--- src/rtl/tilt_fusion_pd_balance_assert.svh ---
// Assertion macros shared by the tilt fusion RTL.
// Users must provide clk and arst_n in scope.
`ifndef TILT_FUSION_PD_BALANCE_ASSERT_SVH
`define TILT_FUSION_PD_BALANCE_ASSERT_SVH

// same-cycle implication
`define TFPB_ASSERT_IMP(lbl, ante, cons, msg) \
	lbl: assert property (@(posedge clk) disable iff (!arst_n) (ante) |-> (cons)) \
		else $error(msg);

// next-cycle implication
`define TFPB_ASSERT_NXT(lbl, ante, cons, msg) \
	lbl: assert property (@(posedge clk) disable iff (!arst_n) (ante) |=> (cons)) \
		else $error(msg);

`endif

--- src/rtl/tfpb_pkg.sv ---
// Shared types and constants for the tilt fusion PD balance block.
// No dependencies.
`timescale 1ns / 1ps
package tfpb_pkg;

	localparam int PADDR_W   = 5;
	localparam int GAIN_W    = 16;
	localparam int DIGIT_W   = 4;
	localparam int MUL_X_W   = 23;
	localparam int MUL_Q_W   = 32;
	localparam int MUL_ACC_W = MUL_X_W + DIGIT_W + 1;

	localparam logic signed [12:0] ACCEL_OFFSET = 13'sd2048;

	localparam logic [11:0]        RST_GYRO_ZERO = 12'd2048;
	localparam logic signed [15:0] RST_GAIN      = 16'sd256;
	localparam logic signed [15:0] RST_DRIVE_MAX = 16'sh7fff;
	localparam logic signed [15:0] RST_DRIVE_MIN = 16'sh8000;

	typedef enum logic [2:0] {
		REG_GYRO_ZERO  = 3'd0,
		REG_ACCEL_GAIN = 3'd1,
		REG_GYRO_GAIN  = 3'd2,
		REG_FUSE_GAIN  = 3'd3,
		REG_P_GAIN     = 3'd4,
		REG_D_GAIN     = 3'd5,
		REG_DRIVE_MAX  = 3'd6,
		REG_DRIVE_MIN  = 3'd7
	} reg_idx_t;

	typedef struct packed {
		logic [11:0]        gyro_zero;
		logic signed [15:0] accel_gain;
		logic signed [15:0] gyro_gain;
		logic signed [15:0] fuse_gain;
		logic signed [15:0] p_gain;
		logic signed [15:0] d_gain;
		logic signed [15:0] drive_max;
		logic signed [15:0] drive_min;
	} cfg_t;

	typedef struct packed {
		logic busy;
		logic done;
	} mul_stat_t;

endpackage

--- src/rtl/tilt_fusion_pd_balance.sv ---
// Tilt fusion PD balance: complementary filter angle estimate and clamped PD drive.
// A new input request is accepted only once the previous one has left the sequencer,
// as its five products run in turn through one 4-bit digit-serial multiplier.
// A waiting result does not block the next input request.
// arst_n clears the angle sum, the sequencer and the registers to their defaults.
// Depends on tfpb_pkg, tfpb_apb_regs, tfpb_digit_mul, tilt_fusion_pd_balance_assert.svh.
`timescale 1ns / 1ps
`include "tilt_fusion_pd_balance_assert.svh"
module tilt_fusion_pd_balance (
	input  logic                         clk,
	input  logic                         arst_n,
	input  logic                         psel,
	input  logic                         penable,
	input  logic                         pwrite,
	input  logic [tfpb_pkg::PADDR_W-1:0] paddr,
	input  logic [31:0]                  pwdata,
	output logic [31:0]                  prdata,
	output logic                         pready,
	input  logic                         in_valid,
	output logic                         in_ready,
	input  logic [11:0]                  accel_sample,
	input  logic [11:0]                  gyro_sample,
	output logic                         out_valid,
	input  logic                         out_ready,
	output logic signed [15:0]           drive,
	output logic signed [21:0]           angle_estimate
);

	typedef enum logic [3:0] {
		S_IDLE = 4'b0001,
		S_MUL  = 4'b0010,
		S_SUM  = 4'b0100,
		S_OUT  = 4'b1000
	} state_t;

	typedef enum logic [2:0] {
		OP_ACCEL = 3'd0,
		OP_RATE  = 3'd1,
		OP_CORR  = 3'd2,
		OP_PTERM = 3'd3,
		OP_DTERM = 3'd4
	} op_t;

	tfpb_pkg::cfg_t      cfg;
	tfpb_pkg::mul_stat_t mul_stat;

	state_t state_q;
	op_t    op_q;
	logic   start_q;
	logic   out_valid_q;

	logic signed [31:0] sum_q;
	logic signed [12:0] a_q;
	logic signed [12:0] g_q;
	logic signed [21:0] angle_q;
	logic signed [19:0] accel_q;
	logic signed [19:0] rate_q;
	logic signed [30:0] corr_q;
	logic signed [29:0] pterm_q;
	logic signed [22:0] dterm_q;
	logic signed [30:0] pd_q;
	logic signed [15:0] drive_q;
	logic signed [21:0] angle_out_q;

	logic signed [12:0] a_in;
	logic signed [12:0] g_in;
	logic signed [21:0] angle_in;
	logic               in_acc;
	logic               out_free;

	logic signed [tfpb_pkg::MUL_X_W-1:0] mul_x;
	logic signed [tfpb_pkg::GAIN_W-1:0]  mul_gain;
	logic signed [tfpb_pkg::MUL_Q_W-1:0] mul_q;

	logic signed [33:0] nxt;
	logic signed [31:0] nxt_sat;
	logic signed [30:0] dmax;
	logic signed [30:0] dmin;
	logic signed [15:0] drive_cl;

	tfpb_apb_regs u_regs (
		.clk     (clk),
		.arst_n  (arst_n),
		.psel    (psel),
		.penable (penable),
		.pwrite  (pwrite),
		.paddr   (paddr),
		.pwdata  (pwdata),
		.prdata  (prdata),
		.pready  (pready),
		.cfg     (cfg)
	);

	tfpb_digit_mul u_mul (
		.clk    (clk),
		.arst_n (arst_n),
		.start  (start_q),
		.x      (mul_x),
		.gain   (mul_gain),
		.q      (mul_q),
		.stat   (mul_stat)
	);

	assign a_in     = $signed({1'b0, accel_sample}) - tfpb_pkg::ACCEL_OFFSET;
	assign g_in     = $signed({1'b0, gyro_sample}) - $signed({1'b0, cfg.gyro_zero});
	assign angle_in = sum_q[31:10] + {21'd0, (sum_q[31] && (sum_q[9:0] != '0))};

	assign in_ready       = (state_q == S_IDLE);
	assign in_acc         = in_valid && in_ready;
	assign out_valid      = out_valid_q;
	assign out_free       = !out_valid_q || out_ready;
	assign drive          = drive_q;
	assign angle_estimate = angle_out_q;

	always_comb begin
		case (op_q)
			OP_ACCEL: begin
				mul_x    = 23'(a_q);
				mul_gain = $signed(cfg.accel_gain);
			end
			OP_RATE: begin
				mul_x    = 23'(g_q);
				mul_gain = $signed(cfg.gyro_gain);
			end
			OP_CORR: begin
				mul_x    = 23'(accel_q) - 23'(angle_q);
				mul_gain = $signed(cfg.fuse_gain);
			end
			OP_PTERM: begin
				mul_x    = 23'(angle_q);
				mul_gain = $signed(cfg.p_gain);
			end
			OP_DTERM: begin
				mul_x    = 23'(rate_q >>> 5);
				mul_gain = $signed(cfg.d_gain);
			end
			default: begin
				mul_x    = '0;
				mul_gain = '0;
			end
		endcase
	end

	assign nxt     = 34'(sum_q) + 34'(rate_q) + 34'(corr_q);
	assign nxt_sat = (nxt[33:31] == 3'b000 || nxt[33:31] == 3'b111) ? nxt[31:0] :
		(nxt[33] ? 32'sh80000000 : 32'sh7fffffff);

	assign dmax     = 31'($signed(cfg.drive_max));
	assign dmin     = 31'($signed(cfg.drive_min));
	assign drive_cl = (pd_q > dmax) ? $signed(cfg.drive_max) :
		((pd_q < dmin) ? $signed(cfg.drive_min) : pd_q[15:0]);

	always_ff @(posedge clk or negedge arst_n) begin
		if (!arst_n) begin
			state_q     <= S_IDLE;
			op_q        <= OP_ACCEL;
			start_q     <= 1'b0;
			out_valid_q <= 1'b0;
			sum_q       <= '0;
		end else begin
			start_q <= in_acc || (state_q == S_MUL && mul_stat.done && op_q != OP_DTERM);
			if (state_q == S_OUT && out_free)
				out_valid_q <= 1'b1;
			else if (out_valid_q && out_ready)
				out_valid_q <= 1'b0;
			case (state_q)
				S_IDLE: begin
					if (in_acc) begin
						op_q    <= OP_ACCEL;
						state_q <= S_MUL;
					end
				end
				S_MUL: begin
					if (mul_stat.done) begin
						if (op_q == OP_DTERM) begin
							state_q <= S_SUM;
						end else begin
							op_q <= op_t'(op_q + 3'd1);
						end
					end
				end
				S_SUM: begin
					sum_q   <= nxt_sat;
					state_q <= S_OUT;
				end
				S_OUT: begin
					if (out_free)
						state_q <= S_IDLE;
				end
				default: state_q <= S_IDLE;
			endcase
		end
	end

	always_ff @(posedge clk) begin
		if (in_acc) begin
			a_q     <= a_in;
			g_q     <= g_in;
			angle_q <= angle_in;
		end
		if (state_q == S_MUL && mul_stat.done) begin
			case (op_q)
				OP_ACCEL: accel_q <= mul_q[19:0];
				OP_RATE:  rate_q  <= mul_q[19:0];
				OP_CORR:  corr_q  <= mul_q[30:0];
				OP_PTERM: pterm_q <= mul_q[29:0];
				OP_DTERM: dterm_q <= mul_q[22:0];
				default: ;
			endcase
		end
		if (state_q == S_SUM)
			pd_q <= 31'(pterm_q) + 31'(dterm_q);
		if (state_q == S_OUT && out_free) begin
			drive_q     <= drive_cl;
			angle_out_q <= angle_q;
		end
	end

	`TFPB_ASSERT_IMP(a_start_idle, start_q, !mul_stat.busy, "multiplier started while busy")
	`TFPB_ASSERT_IMP(a_done_in_mul, mul_stat.done, state_q == S_MUL, "product outside MUL")
	`TFPB_ASSERT_IMP(a_op_range, state_q == S_MUL, op_q <= OP_DTERM, "product index out of range")
	`TFPB_ASSERT_NXT(a_sum_to_out, state_q == S_SUM, state_q == S_OUT, "SUM not followed by OUT")
	`TFPB_ASSERT_NXT(a_out_load, state_q == S_OUT && out_free, out_valid_q && in_ready,
		"result not loaded on free slot")

endmodule

--- src/rtl/tfpb_apb_regs.sv ---
// APB configuration registers for the tilt fusion PD balance block.
// Depends on tfpb_pkg.
`timescale 1ns / 1ps
module tfpb_apb_regs (
	input  logic                         clk,
	input  logic                         arst_n,
	input  logic                         psel,
	input  logic                         penable,
	input  logic                         pwrite,
	input  logic [tfpb_pkg::PADDR_W-1:0] paddr,
	input  logic [31:0]                  pwdata,
	output logic [31:0]                  prdata,
	output logic                         pready,
	output tfpb_pkg::cfg_t               cfg
);

	tfpb_pkg::cfg_t     cfg_q;
	tfpb_pkg::reg_idx_t idx;
	logic               wr_en;

	assign idx    = tfpb_pkg::reg_idx_t'(paddr[4:2]);
	assign wr_en  = psel && penable && pwrite;
	assign pready = 1'b1;
	assign cfg    = cfg_q;

	always_ff @(posedge clk or negedge arst_n) begin
		if (!arst_n) begin
			cfg_q.gyro_zero  <= tfpb_pkg::RST_GYRO_ZERO;
			cfg_q.accel_gain <= tfpb_pkg::RST_GAIN;
			cfg_q.gyro_gain  <= tfpb_pkg::RST_GAIN;
			cfg_q.fuse_gain  <= tfpb_pkg::RST_GAIN;
			cfg_q.p_gain     <= tfpb_pkg::RST_GAIN;
			cfg_q.d_gain     <= tfpb_pkg::RST_GAIN;
			cfg_q.drive_max  <= tfpb_pkg::RST_DRIVE_MAX;
			cfg_q.drive_min  <= tfpb_pkg::RST_DRIVE_MIN;
		end else if (wr_en) begin
			case (idx)
				tfpb_pkg::REG_GYRO_ZERO:  cfg_q.gyro_zero  <= pwdata[11:0];
				tfpb_pkg::REG_ACCEL_GAIN: cfg_q.accel_gain <= pwdata[15:0];
				tfpb_pkg::REG_GYRO_GAIN:  cfg_q.gyro_gain  <= pwdata[15:0];
				tfpb_pkg::REG_FUSE_GAIN:  cfg_q.fuse_gain  <= pwdata[15:0];
				tfpb_pkg::REG_P_GAIN:     cfg_q.p_gain     <= pwdata[15:0];
				tfpb_pkg::REG_D_GAIN:     cfg_q.d_gain     <= pwdata[15:0];
				tfpb_pkg::REG_DRIVE_MAX:  cfg_q.drive_max  <= pwdata[15:0];
				tfpb_pkg::REG_DRIVE_MIN:  cfg_q.drive_min  <= pwdata[15:0];
				default: ;
			endcase
		end
	end

	always_comb begin
		case (idx)
			tfpb_pkg::REG_GYRO_ZERO:  prdata = {20'd0, cfg_q.gyro_zero};
			tfpb_pkg::REG_ACCEL_GAIN: prdata = {{16{cfg_q.accel_gain[15]}}, cfg_q.accel_gain};
			tfpb_pkg::REG_GYRO_GAIN:  prdata = {{16{cfg_q.gyro_gain[15]}}, cfg_q.gyro_gain};
			tfpb_pkg::REG_FUSE_GAIN:  prdata = {{16{cfg_q.fuse_gain[15]}}, cfg_q.fuse_gain};
			tfpb_pkg::REG_P_GAIN:     prdata = {{16{cfg_q.p_gain[15]}}, cfg_q.p_gain};
			tfpb_pkg::REG_D_GAIN:     prdata = {{16{cfg_q.d_gain[15]}}, cfg_q.d_gain};
			tfpb_pkg::REG_DRIVE_MAX:  prdata = {{16{cfg_q.drive_max[15]}}, cfg_q.drive_max};
			tfpb_pkg::REG_DRIVE_MIN:  prdata = {{16{cfg_q.drive_min[15]}}, cfg_q.drive_min};
			default:                  prdata = '0;
		endcase
	end

endmodule

--- src/rtl/tfpb_digit_mul.sv ---
// Digit-serial signed Q8.8 multiplier: one 4-bit gain digit per cycle,
// product divided by 256 truncating toward zero. Depends on tfpb_pkg.
`timescale 1ns / 1ps
module tfpb_digit_mul (
	input  logic                                clk,
	input  logic                                arst_n,
	input  logic                                start,
	input  logic signed [tfpb_pkg::MUL_X_W-1:0] x,
	input  logic signed [tfpb_pkg::GAIN_W-1:0]  gain,
	output logic signed [tfpb_pkg::MUL_Q_W-1:0] q,
	output tfpb_pkg::mul_stat_t                 stat
);

	localparam int ACC_W  = tfpb_pkg::MUL_ACC_W;
	localparam int DIG_W  = tfpb_pkg::DIGIT_W;
	localparam int GAIN_W = tfpb_pkg::GAIN_W;
	localparam int NDIG   = GAIN_W / DIG_W;
	localparam int CNT_W  = $clog2(NDIG);
	localparam int SH_W   = ACC_W + GAIN_W - 8;

	logic signed [tfpb_pkg::MUL_X_W-1:0] x_q;
	logic [GAIN_W-1:0]                   gsr_q;
	logic signed [ACC_W-1:0]             acc_q;
	logic [GAIN_W-1:0]                   lo_q;
	logic [CNT_W-1:0]                    cnt_q;
	logic                                busy_q;
	logic                                fix_q;

	logic                    last;
	logic signed [DIG_W:0]   dig;
	logic signed [ACC_W-1:0] pp;
	logic signed [ACC_W-1:0] psum;
	logic [SH_W-1:0]         prod_sh;
	logic [SH_W-1:0]         prod_rnd;

	assign last = (cnt_q == CNT_W'(NDIG - 1));
	assign dig  = last ? {gsr_q[DIG_W-1], gsr_q[DIG_W-1:0]} : {1'b0, gsr_q[DIG_W-1:0]};
	assign pp   = ACC_W'(x_q) * ACC_W'(dig);
	assign psum = acc_q + pp;

	assign prod_sh  = {acc_q, lo_q[GAIN_W-1:8]};
	assign prod_rnd = prod_sh + SH_W'(acc_q[ACC_W-1] && (lo_q[7:0] != '0));
	assign q        = prod_rnd[tfpb_pkg::MUL_Q_W-1:0];

	assign stat.busy = busy_q || fix_q;
	assign stat.done = fix_q;

	always_ff @(posedge clk or negedge arst_n) begin
		if (!arst_n) begin
			busy_q <= 1'b0;
			fix_q  <= 1'b0;
			cnt_q  <= '0;
		end else begin
			fix_q <= !start && busy_q && last;
			if (start) begin
				busy_q <= 1'b1;
				cnt_q  <= '0;
			end else if (busy_q) begin
				cnt_q <= cnt_q + CNT_W'(1);
				if (last)
					busy_q <= 1'b0;
			end
		end
	end

	always_ff @(posedge clk) begin
		if (start) begin
			x_q   <= x;
			gsr_q <= gain;
			acc_q <= '0;
		end else if (busy_q) begin
			acc_q <= psum >>> DIG_W;
			lo_q  <= {psum[DIG_W-1:0], lo_q[GAIN_W-1:DIG_W]};
			gsr_q <= gsr_q >> DIG_W;
		end
	end

endmodule

--- config.mk ---
export PLATFORM = sky130hd
export DESIGN_NAME = tilt_fusion_pd_balance
export DESIGN_NICKNAME = d
export VERILOG_FILES = /design/src/rtl/tfpb_pkg.sv /design/src/rtl/tilt_fusion_pd_balance.sv /design/src/rtl/tfpb_apb_regs.sv /design/src/rtl/tfpb_digit_mul.sv
export VERILOG_INCLUDE_DIRS = /design/src /design/src/rtl
export SDC_FILE = /design/constraint.sdc
export NUM_CORES = 1
export LEC_CHECK = 0
export ABC_AREA = 1
export BUFFER_PORTS_ARGS = -buffer_cell sky130_fd_sc_hd__buf_2
export CORE_ASPECT_RATIO = 0.6
export CORE_MARGIN = 2
export CORE_UTILIZATION = 25
export CTS_BUF_LIST = sky130_fd_sc_hd__clkbuf_2 sky130_fd_sc_hd__clkbuf_4 sky130_fd_sc_hd__clkbuf_8
export DETAILED_ROUTE_END_ITERATION = 6
export GPL_TIMING_DRIVEN = 0
export MAX_ROUTING_LAYER = met4
export SYNTH_ARGS = -nofsm -noshare
export SYNTH_HDL_FRONTEND = slang
export SYNTH_SLANG_ARGS = --single-unit
--- constraint.sdc ---
create_clock -name clk -period 6.75 [get_ports clk]
set_input_delay 1.35 -clock clk [delete_from_list [all_inputs] [get_ports clk]]
set_output_delay 1.35 -clock clk [all_outputs]
set_load 0.1 [all_outputs]
==> reports/results.ini <==
[critical_path]
cp.arrival_ns = 6.55
regToRegEndpoint = u_mul.acc_q[11]
crit_cells = 20
critPathCaptureType = flip-flop
cp_common_cell = fa_1
r2r_slack_ns = 0.79
r2r-start = u_mul.cnt_q[0]
critPathLaunchType = flip-flop
worst-path-max-fanout = 10
path_class = flip-flop to flip-flop
cpLargestDelayFamily = adder cells
crit_chain = ha_1 > nand2_1 > buf_1 > fa_1 > fa_1 > fa_1 > inv_1 > fa_1 > inv_1 > fa_1 > inv_1 > nand3_1 > nand2_1 > nand2_1 > nand3_1 > inv_1 > o21ai_0 > a21oi_1 > o21ai_0 > nand2_1
crit_slowest_cell = buf_1
reg2reg_depth = 20
max_stage_delay_ns = 0.61
crit_required_ns = 7.34
cp.buffers_inverters = 5

[detailed_routing]
drt-initial-drc-count = 3330
route.detailed.wl_per_inst_um = 19.1
ant_nets = 0
routed_via_density = 4.72
wl_um = 109000
drc = 0
vias = 26959
drt-pass1-iter-count = 6

[pwr]
pwr-share-seq_pct = 25.3
p_leak_nw = 17.0
sw_frac_of_total_pct = 50.2
p_sw_w = 0.00887
p_int_w = 0.00878
combPwrFrac_pct = 58.5
ir_drop_mv = 0.487
p_clk_share_pct = 16.2
power_density_nw_per_um2 = 472

[timing]
drv_slew = 0
min_period_ns = 5.96
relSlewSlack_pct = 7.69
finalSetupViolCount = 0
worst_slew_pin_slew_ns = 1.37
rsz0062_at_grt = no
finalHoldViolations = 0
skew_ns = 0.0407
setup_ws_ns = 0.795
finalCritPeriodShare_pct = 88.2
finalSetupTns_ns = 0
fmax_mhz = 168

[worst_hold_path]
min_delay_path_depth = 0
worstHoldStart = angle_q[19]
min_path_type = flip-flop to flip-flop
min_to = angle_estimate[19]

[global_route]
grt_util_all_layers_pct = 16.5
grt_pass1_wl_um = 162000
top_usage_layer = met1
met3_usage_pct = 4.68
gr-usage-met1_pct = 26.3
grt-ovfl-total = 0
grt_pass1_vias = 25253
use_met2_pct = 19.8
antenna_found_initial = 10
grt_max_degree = 102

[logic_synthesis]
ys_async_sr_fraction_pct = 34.6
synth_area_um2 = 32800
synth_cells = 3727
post_synth_num_cell_types = 65
avgSynthCellArea_um2 = 8.79
synth-seq-cells = 488
syn_nets = 4147
synth_edf_count = 295
ys_warn_count = 0
ys.flop_type = edfxtp_1
yosysSeqAreaShare_pct = 41.5

[floorplanning]
die_x_um = 471
num_rows = 102
core_um2 = 130000
io_pins = 141
start_util_pct = 25.3
die_area_um2 = 134000
die_h_um = 284

[clock_tree]
path_clk_slew_ns = 0.07
clock_latency_ns = 0.72
postCtsSetupRepairBufs = 0
h-tree-depth = 3
hold_buffers = 0
clockBufferDepth = 3
cts_buffers = 75
cts_root_buf = clkbuf_8
cts_tree = done
cts-resized-gates = 0
cts_sinks = 488

[run_status]
status = finished, final reports clean

[place]
place.detailed.hpwl_um = 88600
io_buffers = 121
gp_congestion = 0.945
pre_cts_slack_ns = 0.990

[cells_and_area]
fill_cells = 13809
multiInputGateArea_um2 = 16400
syn_to_final_growth_pct = 14.1
drive_above_1_share_pct = 11.4
regArea_um2 = 13600
fin_nets = 4353

[flow_run]
cap_viol_max_count = 0

power by group through the flow:
| stage | clock [W] | sequential [W] | combinational, W |
|---|---|---|---|
| 2_1_floorplan | 0 | 0.00430 | 0.00692 |
| 3_3_place_gp | 0 | 0.00452 | 0.00988 |
| 3_5_place_dp | 0 | 0.00451 | 0.00995 |
| 4_1_cts | 0.00291 | 0.00445 | 0.0101 |
| 5_1_grt | 0.00304 | 0.00453 | 0.0115 |
| 6_report | 0.00286 | 0.00447 | 0.0103 |
synth_stat cells (all sizes together) (6+ instances only):
master | instances | area share [%]
dfrtp | 146 | 11
a221oi | 12 | 0.32
a31oi | 9 | 0.17
o2111ai | 13 | 0.35
nand4 | 30 | 0.59
nand3 | 149 | 2.4
dfstp | 23 | 1.8
ha | 222 | 8.5
o221ai | 6 | 0.16
nand2 | 874 | 11
clkbuf | 55 | 0.63
xor2 | 86 | 2.4
nor3 | 36 | 0.63
o22ai | 46 | 0.88
nor2 | 253 | 3.1
nand3b | 23 | 0.53
fa | 130 | 7.9
buf | 38 | 0.91
edfxtp | 295 | 27
xnor2 | 30 | 0.80
o21a | 7 | 0.16
a21o | 16 | 0.37
nor4 | 13 | 0.25
o211ai | 13 | 0.30
a22oi | 11 | 0.25
a21oi | 229 | 3.9
o21ai | 272 | 4.2
o21bai | 20 | 0.46
dfxtp | 24 | 1.5
inv | 607 | 7.0
or2 | 7 | 0.13
worst max path at each step:
stage,start,to
CTS,u_mul.cnt_q[0],u_mul.acc_q[11]
global placement,u_mul.cnt_q[0],u_mul.acc_q[11]
detailed placement,u_mul.cnt_q[0],u_mul.acc_q[11]
floorplan,paddr[2],prdata[16]
finish,u_mul.cnt_q[0],u_mul.acc_q[11]
global route,u_mul.cnt_q[0],u_mul.acc_q[11]
sequential cells by signal, indices dropped and copies added, names as in the netlist, 20 cells and up:
| register | flops |
|---|---|
| u_mul.x_q | 23 |
| corr_q | 31 |
| accel_q | 20 |
| u_regs.cfg | 124 |
| angle_estimate | 22 |
| pterm_q | 30 |
| sum_q | 32 |
| dterm_q | 23 |
| pd_q | 31 |
| angle_q | 22 |
| u_mul.acc_q | 24 |
| rate_q | 20 |
worst reg2reg max path: stages (launching register included):
cell and delay [ns]:
dfrtp_1 0.40, ha_1 0.24, nand2_1 0.29, buf_1 0.61, fa_1 0.54, fa_1 0.50, fa_1 0.56, inv_1 0.06
fa_1 0.55, inv_1 0.07, fa_1 0.41, inv_1 0.18, nand3_1 0.09, nand2_1 0.16, nand2_1 0.07, nand3_1 0.20
inv_1 0.14, o21ai_0 0.39, a21oi_1 0.11, o21ai_0 0.16, nand2_1 0.09
placed cells by master, fill, tap and decap left out, drive strengths merged, types with 27 or more instances in the layout:
cell type  instances
o21ai            272
a21oi            229
clkbuf           149
nor2             253
xor2              86
inv              611
edfxtp           295
fa               130
nand4             30
o22ai             46
dfrtp            146
buf              167
clkinv            27
nor3              36
nand3            149
nand2            874
xnor2             30
ha               222
metrics by stage:
step           utilization, %  power, W  cells  instance area [um2]  hold slack (ns)
3_3_place_gp             27.4    0.0144   5564                35500            0.438
3_5_place_dp             27.6    0.0145   5572                35700            0.432
5_1_grt                  28.9    0.0190   5711                37400            0.471
6_report                 28.9    0.0177   5714                37400            0.448
4_1_cts                  28.9    0.0174   5710                37400            0.450
2_1_floorplan               -    0.0112   3727                32800            0.426
kinds of logic after synthesis:
logic type	synth area share [%]
flip-flops	41.5
other	0.0114
buffers and inverters	8.53
AND/OR/NAND/NOR	18.5
AO/OA/AOI/OAI	11.9
XOR/XNOR	3.16
adder cells (fa/ha/maj)	16.4
final cells by class:
type	instances	area share, %
Multi-Input combinational cell	2536	43.9
Sequential cell	488	36.4
Inverter	610	6.12
Tap cell	1716	5.74
Clock buffer	94	3.24
Timing Repair Buffer	129	2.04
Buffer	93	1.36
Clock inverter	44	1.22
Antenna cell	4	0.0268
routing by layer:
metal	routed length [um]	up-vias
li1	-	12692
met4	1920	0
met3	12900	122
met2	39200	1214
met5	0	-
met1	55200	12931
(Power assumes the default switching activity.)
